**config.mk**
```make
export PLATFORM = sky130hd
export DESIGN_NAME = integer_gcd_lcm_unit_core
export DESIGN_NICKNAME = d
export VERILOG_FILES = /design/src/design/iglu_pkg.sv /design/src/design/iglu_alu.sv /design/src/design/integer_gcd_lcm_unit_core.sv
export SDC_FILE = /design/constraint.sdc
export NUM_CORES = 2
export LEC_CHECK = 0
export BUFFER_PORTS_ARGS = -buffer_cell sky130_fd_sc_hd__buf_4
export CAP_MARGIN = 20
export CORE_UTILIZATION = 34
export DETAILED_ROUTE_END_ITERATION = 7
export PLACE_DENSITY = 0.46
export RECOVER_POWER = 25
export SYNTH_ARGS = -nofsm -noshare
export SYNTH_HDL_FRONTEND = slang
export SYNTH_SLANG_ARGS = --single-unit
```
**constraint.sdc**
```tcl
create_clock -name clk -period 7.4 [get_ports clk]
set_clock_uncertainty 0.2 [all_clocks]
set_input_delay 1.48 -clock clk [delete_from_list [all_inputs] [get_ports clk]]
set_output_delay 1.48 -clock clk [all_outputs]
set_load 0.02 [all_outputs]
```
**src/design/iglu_pkg.sv**
```systemverilog
`timescale 1ns / 1ps
// Shared types and constants for the integer gcd / lcm unit.
// No dependencies; imported by the add/subtract unit and by the top level.
package iglu_pkg;

	localparam int W  = 64;
	localparam int CW = $clog2(W);

	typedef logic [W-1:0]  word_t;
	typedef logic [CW-1:0] cnt_t;

	typedef enum logic [3:0] {
		S_IDLE,
		S_NEGA,
		S_NEGB,
		S_INIT,
		S_TWOS,
		S_LOOP,
		S_FIN,
		S_DIV,
		S_QNEG,
		S_MUL
	} state_t;

	typedef struct packed {
		word_t opa;
		word_t opb;
		logic  sub;
	} alu_req_t;

	typedef struct packed {
		word_t sum;
		logic  borrow;
	} alu_rsp_t;

endpackage

```
**src/design/iglu_alu.sv**
```systemverilog
`timescale 1ns / 1ps
// Shared 64-bit add/subtract unit with borrow out.
// Depends on iglu_pkg for the request and response structs.
module iglu_alu (
	input  iglu_pkg::alu_req_t req,
	output iglu_pkg::alu_rsp_t rsp
);
	import iglu_pkg::*;

	logic [W:0] full;
	word_t      opb_x;

	assign opb_x = req.sub ? ~req.opb : req.opb;
	assign full  = {1'b0, req.opa} + {1'b0, opb_x} + {{W{1'b0}}, req.sub};

	assign rsp.sum    = full[W-1:0];
	// subtract: no carry out means opa < opb
	assign rsp.borrow = req.sub & ~full[W];

endmodule

```
**src/design/integer_gcd_lcm_unit_core.sv**
```systemverilog
`timescale 1ns / 1ps
// Integer gcd / lcm unit: binary gcd, restoring divide and shift-add multiply on one adder.
// gcd runs negate, init, removal of common factors of two and the reduction loop; lcm then
// adds a restoring divide, a quotient negate and a shift-add multiply unless the gcd is zero.
// One request at a time: busy is high from acceptance until the done strobe cycle.
// done is high for one cycle; result holds to the next done; the receiver cannot stall.
// arst_n clears state and done. Depends on iglu_pkg and iglu_alu.
module integer_gcd_lcm_unit_core (
	input  logic          clk,
	input  logic          arst_n,
	input  logic          start,
	output logic          busy,
	input  logic          mode,
	input  iglu_pkg::word_t a,
	input  iglu_pkg::word_t b,
	output logic          done,
	output iglu_pkg::word_t result
);
	import iglu_pkg::*;

	localparam cnt_t CNT_LAST = CW'(W - 1);

	state_t   state_q, state_d;
	logic     mode_q;
	word_t    a_q, b_q;
	word_t    u_q, v_q, ma_q, g_q;
	cnt_t     k_q;
	logic     done_q;
	word_t    result_q;

	alu_req_t alu_req;
	alu_rsp_t alu_rsp;
	word_t    g_comb;
	word_t    trial;
	logic     done_set;
	word_t    result_nxt;
	logic     u_zero, v_zero, both_even;

	iglu_alu u_alu (
		.req(alu_req),
		.rsp(alu_rsp)
	);

	assign g_comb    = v_q << k_q;
	assign trial     = {u_q[W-2:0], ma_q[W-1]};
	assign u_zero    = (u_q == '0);
	assign v_zero    = (v_q == '0);
	assign both_even = ~u_q[0] & ~v_q[0];

	// next state
	always_comb begin
		state_d = state_q;
		case (state_q)
			S_IDLE: if (start) state_d = S_NEGA;
			S_NEGA: state_d = S_NEGB;
			S_NEGB: state_d = S_INIT;
			S_INIT: state_d = S_TWOS;
			S_TWOS: begin
				if (u_zero) state_d = S_FIN;
				else if (!both_even) state_d = S_LOOP;
			end
			S_LOOP: if (u_zero) state_d = S_FIN;
			S_FIN: begin
				if (!mode_q || v_zero) state_d = S_IDLE;
				else state_d = S_DIV;
			end
			S_DIV:  if (k_q == CNT_LAST) state_d = S_QNEG;
			S_QNEG: state_d = S_MUL;
			S_MUL:  if (k_q == CNT_LAST) state_d = S_IDLE;
			default: state_d = S_IDLE;
		endcase
	end

	// outputs: adder operands and result strobe
	always_comb begin
		alu_req.opa = u_q;
		alu_req.opb = v_q;
		alu_req.sub = 1'b1;
		done_set    = 1'b0;
		result_nxt  = u_q;
		case (state_q)
			S_NEGA: begin
				alu_req.opa = '0;
				alu_req.opb = a_q;
			end
			S_NEGB: begin
				alu_req.opa = '0;
				alu_req.opb = b_q;
			end
			S_FIN: begin
				done_set   = ~mode_q | v_zero;
				result_nxt = mode_q ? '0 : g_comb;
			end
			S_DIV: begin
				alu_req.opa = trial;
				alu_req.opb = g_q;
			end
			S_QNEG: begin
				alu_req.opa = '0;
				alu_req.opb = ma_q;
			end
			S_MUL: begin
				alu_req.sub = 1'b0;
				done_set    = (k_q == CNT_LAST);
				result_nxt  = ma_q[0] ? alu_rsp.sum : u_q;
			end
			default: begin
			end
		endcase
	end

	always_ff @(posedge clk or negedge arst_n) begin
		if (!arst_n) begin
			state_q <= S_IDLE;
			done_q  <= 1'b0;
		end else begin
			state_q <= state_d;
			done_q  <= done_set;
		end
	end

	always_ff @(posedge clk) begin
		if (done_set) result_q <= result_nxt;
		case (state_q)
			S_IDLE: begin
				if (start) begin
					mode_q <= mode;
					a_q    <= a;
					b_q    <= b;
				end
			end
			S_NEGA: begin
				ma_q <= a_q[W-1] ? alu_rsp.sum : a_q;
				u_q  <= a_q[W-1] ? alu_rsp.sum : a_q;
			end
			S_NEGB: begin
				v_q <= b_q[W-1] ? alu_rsp.sum : b_q;
				k_q <= '0;
			end
			S_INIT: begin
				// a zero second operand: move the first one over so the loop ends at once
				if (v_zero) begin
					u_q <= '0;
					v_q <= u_q;
				end
			end
			S_TWOS: begin
				if (!u_zero && both_even) begin
					u_q <= u_q >> 1;
					v_q <= v_q >> 1;
					k_q <= k_q + 1'b1;
				end
			end
			S_LOOP: begin
				if (!u_zero) begin
					if (!u_q[0]) begin
						u_q <= u_q >> 1;
					end else if (!v_q[0]) begin
						v_q <= v_q >> 1;
					end else if (alu_rsp.borrow) begin
						// keep u the larger one
						u_q <= v_q;
						v_q <= u_q;
					end else begin
						u_q <= alu_rsp.sum >> 1;
					end
				end
			end
			S_FIN: begin
				g_q <= g_comb;
				u_q <= '0;
				k_q <= '0;
			end
			S_DIV: begin
				u_q  <= alu_rsp.borrow ? trial : alu_rsp.sum;
				ma_q <= {ma_q[W-2:0], ~alu_rsp.borrow};
				k_q  <= k_q + 1'b1;
			end
			S_QNEG: begin
				if (a_q[W-1]) ma_q <= alu_rsp.sum;
				u_q <= '0;
				v_q <= b_q;
				k_q <= '0;
			end
			S_MUL: begin
				if (ma_q[0]) u_q <= alu_rsp.sum;
				v_q  <= v_q << 1;
				ma_q <= ma_q >> 1;
				k_q  <= k_q + 1'b1;
			end
			default: begin
			end
		endcase
	end

	assign busy   = (state_q != S_IDLE);
	assign done   = done_q;
	assign result = result_q;

	a_done_after_busy: assert property (@(posedge clk) disable iff (!arst_n)
		done |-> $past(busy))
		else $error("done without a request in flight");

	a_done_idle: assert property (@(posedge clk) disable iff (!arst_n)
		done |-> !busy)
		else $error("done while still busy");

	a_start_busy: assert property (@(posedge clk) disable iff (!arst_n)
		(start && !busy) |=> busy)
		else $error("accepted request did not raise busy");

	a_div_nonzero: assert property (@(posedge clk) disable iff (!arst_n)
		(state_q == S_DIV) |-> (g_q != '0))
		else $error("divide entered with zero gcd");

endmodule
```
# After elaboration in Yosys (flattened, before gate mapping)
# Cells that the tools add are included.
[classes] n_addsub=3 eq_ne=22 n_shift=1 n_mux=36 bitwise_logic=9 n_reduce_logical=23
[ops] operator="$mux W64" n=19
[ops] operator="$pmux W128 S4" n=1
[ops] operator="$pmux W64 S7" n=1
[ops] operator="$pmux W64 S6" n=1
[ops] operator="$pmux W64 S4" n=1
[ops] operator="$logic_not A64 Y1" n=2
[ops] operator="$pmux W64 S2" n=1
[ops] operator="$add A64 B64 Y65" n=1
[ops] operator="$add A65 B1 Y65" n=1
[ops] operator="$not A64 Y64" n=1
[ops] operator="$shl A64 B6 Y64" n=1
[ops] operator="$pmux W4 S10" n=1
[ops] operator="$mux W4" n=6
[ops] operator="$ne A2 B2 Y1 const B" n=9
[ops] operator="$pmux W6 S3" n=1
[ops] operator="$eq A4 B3 Y1 const B" n=4
[ops] operator="$reduce_and A5 Y1" n=3
[ops] operator="$ne A3 B3 Y1 const B" n=3
[ops] operator="$eq A4 B2 Y1 const B" n=2
[ops] operator="$eq A4 B4 Y1 const B" n=2
[ops] operator="$reduce_bool A4 Y1" n=2
[ops] operator="$reduce_bool A7 Y1" n=1
[ops] operator="$add A6 B1 Y6 const B" n=1
[ops] operator="$eq A6 B6 Y1 const B" n=1
[ops] operator="other kinds (19)" n=28
[totals] regBits=460 in_bits=132 output_inout_bits=66 elab_cells=107

# Depth between registers and ports, before layout
[logic_depth] word_depth=13 ltp_mapped=25 ltp_nobuf=20

# Hierarchy
# From an unflattened synthesis, not the netlist that was laid out.
[unflattened] cells_unflattened=3759 hier_area_um2=35850.6
[modules_own_cells] mod="integer_gcd_lcm_unit_core" instances=1 cells_each=3081 area_per_inst_um2=31116.1 seq_area_each_um2=13788.2
[modules_own_cells] mod="iglu_alu" instances=1 cells_each=678 area_per_inst_um2=4734.5 seq_area_each_um2=0.0

# Worst setup path after synthesis
# OpenSTA, ideal clock, no wires.
[synth_path] path_kind="flip-flop to flip-flop" start="register state_q[2]" end="register v_q[10], enable pin" setup_ps=432 arrival_time_ps=6041 required_time_ps=6768 slack_ps=727 stages_incl_launch_ff=21 path_buffers=8 synth_period_minus_slack_ps=6673 path_cell_list="dfrtp_1 -> clkbuf_1 -> clkbuf_1 -> nor2b_1 -> nand2_1 -> clkbuf_1 -> clkbuf_1 -> clkbuf_1 -> xnor2_1 -> ha_1 -> clkbuf_1 -> a21oi_1 -> o21ai_0 -> a31oi_1 -> o21bai_1 -> a21oi_1 -> a21oi_1 -> nor2_1 -> clkbuf_1 -> clkbuf_1 -> o31a_1"
[synth_between] elab_chain_cells=10 word_cells_on_any_way=23 classes_between="add/sub: 2; eq/ne: 13; mux: 3; bitwise: 3; reduce/logical: 2"
[synth_lines] element="from (decl)" line_no="integer_gcd_lcm_unit_core.sv:23" rtl="state_t state_q, state_d;"
[synth_lines] element="from (signal assigned)" line_no="integer_gcd_lcm_unit_core.sv:117" rtl="state_q <= state_d;"
[synth_lines] element="$eq A4 B4 Y1, or another cell as far along" line_no="integer_gcd_lcm_unit_core.sv:81, integer_gcd_lcm_unit_core.sv:124"
[synth_lines] element="$pmux W128 S4" line_no="integer_gcd_lcm_unit_core.sv:81" rtl="case (state_q)"
[synth_lines] element="$not A64 Y64" line_no="iglu_alu.sv:13" rtl="assign opb_x = req.sub ? ~req.opb : req.opb;"
[synth_lines] element="$mux W64" line_no="iglu_alu.sv:13"
[synth_lines] element="$add A64 B64 Y65" line_no="iglu_alu.sv:14" rtl="assign full = {1'b0, req.opa} + {1'b0, opb_x} + {{W{1'b0}}, req.sub};"
[synth_lines] element="$add A65 B1 Y65" line_no="iglu_alu.sv:14"
[synth_lines] element="$not A1 Y1" line_no="iglu_alu.sv:18" rtl="assign rsp.borrow = req.sub & ~full[W];"
[synth_lines] element="$and A1 B1 Y1" line_no="iglu_alu.sv:18"
[synth_lines] element="$ne A3 B3 Y1 (no line)"
[synth_lines] element="$reduce_and A6 Y1 (no line) *"
[synth_lines] element="to (signal assigned)" line_no="integer_gcd_lcm_unit_core.sv:137" rtl="v_q <= b_q[W-1] ? alu_rsp.sum : b_q;"
[synth_lines] element="to (signal assigned)" line_no="integer_gcd_lcm_unit_core.sv:144" rtl="v_q <= u_q;"
[synth_lines] element="to (signal assigned)" line_no="integer_gcd_lcm_unit_core.sv:150" rtl="v_q <= v_q >> 1;"
[synth_lines] element="to (decl)" line_no="integer_gcd_lcm_unit_core.sv:26" rtl="word_t u_q, v_q, ma_q, g_q;"
# Mark *: on every way between the ends. The rest lies on a longest branch, timed or not.
# A chain may end at the register's enable or synchronous reset.

# Worst setup path in the final report
[layout_path] start="register state_q[1]" end="register u_q[60] (data pin)"
[layout_between] elab_chain_cells=13 word_cells_on_any_way=26 classes_between="add/sub: 2; eq/ne: 9; mux: 11; bitwise: 3; reduce/logical: 1"
[layout_lines] element="$eq A4 B4 Y1, or another cell as far along" line_no="integer_gcd_lcm_unit_core.sv:81, integer_gcd_lcm_unit_core.sv:124"
[layout_lines] element="$pmux W128 S4" line_no="integer_gcd_lcm_unit_core.sv:81"
[layout_lines] element="$not A64 Y64" line_no="iglu_alu.sv:13"
[layout_lines] element="$mux W64" line_no="iglu_alu.sv:13"
[layout_lines] element="$add A64 B64 Y65" line_no="iglu_alu.sv:14"
[layout_lines] element="$add A65 B1 Y65" line_no="iglu_alu.sv:14"
[layout_lines] element="$not A1 Y1" line_no="iglu_alu.sv:18"
[layout_lines] element="$and A1 B1 Y1" line_no="iglu_alu.sv:18"
[layout_lines] element="$mux W64" line_no="integer_gcd_lcm_unit_core.sv:160" rtl="end else if (alu_rsp.borrow) begin"
[layout_lines] element="$mux W64" line_no="integer_gcd_lcm_unit_core.sv:158" rtl="end else if (!v_q[0]) begin"
[layout_lines] element="$mux W64" line_no="integer_gcd_lcm_unit_core.sv:156" rtl="if (!u_q[0]) begin"
[layout_lines] element="$mux W64" line_no="integer_gcd_lcm_unit_core.sv:155" rtl="if (!u_zero) begin"
[layout_lines] element="$pmux W64 S7 *" line_no="integer_gcd_lcm_unit_core.sv:124" rtl="case (state_q)"
[layout_lines] element="to (signal assigned)" line_no="integer_gcd_lcm_unit_core.sv:157" rtl="u_q <= u_q >> 1;"
[layout_lines] element="to (signal assigned)" line_no="integer_gcd_lcm_unit_core.sv:162" rtl="u_q <= v_q;"
[layout_lines] element="to (signal assigned)" line_no="integer_gcd_lcm_unit_core.sv:165" rtl="u_q <= alu_rsp.sum >> 1;"
[layout_lines] element="to (decl)" line_no="integer_gcd_lcm_unit_core.sv:26"
# Mark *: on every way between the ends. The rest lies on a longest branch, timed or not. The select of a mux whose other input is x is not followed.

==> run metrics <==
Die H=between 300 and 400 um; Netlist cell types=94; dpl hpwl=128 mm; worst skew pair latency=0.71 ns; status=finished, violations left; worst slew pin tran=about 2.4 ns; fin crit share=0.995; Hold Crit Class=in -> async; Slew headroom=-0.580; FP Rows=about 120; vias in the first global route=~32000; total grt overflow=0; Critical Path AT=around 7.6 ns; number of hold buffers added after cts=0; Longest Clk Path Bufs=3; final WL=around 180 mm; most frequent cells in the layout=edfxtp_1, nand2_1, a21oi_1, o21ai_0, nor2_1; Nets=roughly 3900; first-pass GRT wire length=about 250 mm; Synth Register Bits=460; fill count=about 10000; DIE WIDTH=between 300 and 400 um; Yosys warnings=0; DRT iter0 DRCs=approximately 6800; Placer Congestion=around 1.0; Port Buffers=197; Hold Vio Cnt, Final=0; compound-cell area share of the yosys netlist=0.283; vias per cell=a little under 7; synthesized area=0.0345 mm^2; max_cap viols=4; sequential element share of the synthesized area=0.400; ys async rst share=0.0109; failing checks=DRC, capacitance limit, slew limit; Max FO, Critical Path=24; final setup violation count=0; met3 WL=~23 mm; met1 wire length=75.7 mm; P&R area growth vs syn=14.9%; IO Count=around 200; Final ANT Viol Nets=0; Setup Buffers After CTS=0; layout cells sized above 1=0.150; Wirelength per Cell=between 30 and 40 um; area of the multi-input gates=between 0.015 and 0.02 mm^2; drt drc=21; routed vias=between 30000 and 40000; Crit. End Element=flop; startpoint type of the worst setup path=flop; Most used DFF post-synth=edfxtp_1; CP Class=reg -> reg; initial core utilization=0.344; XOR/XNOR share of the synthesized area=0.0317; simple-gate area share of the yosys netlist=0.133; Total Routing Usage GR=0.339; final worst setup slack=0.0400 ns; CTS tree=built; largest net degree at the start of global routing=80; setup TNS=0 ns; Slew Viols, Final=around 160; Placement Setup Slack=0.471 ns; Synthesized Nets=roughly 4000; clock period minus worst slack=about 7.4 ns; Max H-tree Level=2; unrepaired setup endpoints after global routing=false; DR pass1 iterations=8; total CTS buffers=just under 60; initial antenna violation count=11; average size of a mapped cell=about 9.3 um^2; Clock Tree Root=clkbuf_16; main combinational cell family by area after synthesis=compound AO/OA/AOI/OAI gates; Mapped Cells=3690; post_cts resized=0; Clock Sink Count=between 400 and 500; Peak Freq=roughly 140 MHz; multiplexer share of the synthesized area=0.0799; post-synthesis adder-cell area fraction=0.0238; WP data required=about 7.6 ns; number of synthesized flops with an enable pin=approximately 460; Reg clk slew, reported paths=approximately 0.06 ns; Sequential Area=roughly 0.014 mm^2; die area=between 0.1 and 0.15 mm^2; highest metal used=met5; commonest non-fill, non-tap cell in the layout=edfxtp_1; core area=around 0.10 mm^2; metal2 WL=approximately 72 mm
[synthesized netlist by cell type, drive strengths merged (29+ instances only)]
master,count,area share
edfxtp,455,0.40
nand2,388,0.042
clkbuf,307,0.034
a21oi,286,0.042
o21ai,275,0.040
nor2,267,0.029
a22oi,185,0.041
mux2i,139,0.040
a222oi,130,0.038
nand3,108,0.016
xnor2,94,0.024
buf,81,0.0095
ha,64,0.023
a22o,61,0.016
o221ai,54,0.014
a31oi,44,0.0080
a21o,43,0.0094
inv,43,0.0047
a221o,42,0.012
mux4,41,0.027
nor3,41,0.0064
a211oi,40,0.0087
mux2,39,0.013
nor4,38,0.0071
nor2b,37,0.0067
a221oi,34,0.0092
nand4,31,0.0056
o22ai,29,0.0053
xor2,29,0.0074
[cell type report]
cell class,count,share of cell area
Antenna cell,1,0.0000632
Clock buffer,66,0.0374
Clock inverter,43,0.0138
Inverter,46,0.00439
Multi-Input combinational cell,2796,0.484
Sequential cell,460,0.348
Tap cell,1357,0.0429
Timing Repair Buffer,348,0.0685
[critical path, stage by stage (launching register included)]
cell and delay [ns]:
dfrtp_1 0.37, buf_4 0.28, nor2b_1 0.33, and2_2 0.61
buf_4 0.41, a22oi_1 0.14, nand3_1 0.11, o21ai_0 0.19
xnor2_1 0.19, ha_1 0.50, nand2_1 0.14, nor3_1 0.51
o2111ai_1 0.40, o211ai_1 0.50, a22oi_1 0.20, buf_4 0.21
o21ai_0 0.35, a21boi_0 0.20, xor2_1 0.59, o221ai_1 0.26
a21oi_1 0.29, a21oi_1 0.06
[per-layer routing]
metal,global-route usage,up-vias
met1,0.488,17300
met3,0.0998,366
li1,-,14600
met2,0.475,2569
met4,0.123,6
met5,0,-
[path summary, 6_finish.rpt]
check | startpoint | depth (start not counted) | end | slack (ns)
min reg2reg | a_q[13]$_DFFE_PP_ | 2 | ma_q[13]$_DFFE_PP_ | 0.44
min in group clk | a_q[13]$_DFFE_PP_ | 2 | ma_q[13]$_DFFE_PP_ | 0.44
min | arst_n | 1 | state_q[1]$_DFFE_PN0P_ | 0.42
max reg2reg | state_q[1]$_DFFE_PN0P_ | 21 | u_q[60]$_DFFE_PP_ | 0.04
max | state_q[1]$_DFFE_PN0P_ | 21 | u_q[60]$_DFFE_PP_ | 0.04
max in group asynchronous | arst_n | 1 | state_q[0]$_DFFE_PN0P_ | 6.35
[state kept, by name (all words and copies together) (netlist names)]
name and count:
a_q 64, b_q 64, g_q 64, ma_q 64, result 64, u_q 64
v_q 64, k_q 6, state_q 4, done 1, mode_q 1
[cell families (layout without fill, tap and decap cells)]
kind of cell,after synthesis,after routing
AO/OA/AOI/OAI,1379,1379
adder cells (fa/ha/maj),65,65
flip-flops,460,460
buffers and inverters,434,503
XOR/XNOR,123,123
other,0,1
AND/OR/NAND/NOR,1010,1010
multiplexers,219,219
[through the flow]
step / utilization / hold WS, ns / cell area, um^2 / instances
5_1_grt: 0.395 / 0.434 / 39600 / 5116
3_5_place_dp: 0.375 / 0.408 / 37600 / 5003
6_report: 0.395 / 0.424 / 39600 / 5117
3_3_place_gp: 0.375 / 0.425 / 37600 / 5001
4_1_cts: 0.396 / 0.334 / 39700 / 5112
2_1_floorplan: - / 0.345 / 34500 / 3690
Power is not shown: default switching activity piles up to over one toggle a cycle in this logic, so the estimate is an artifact.
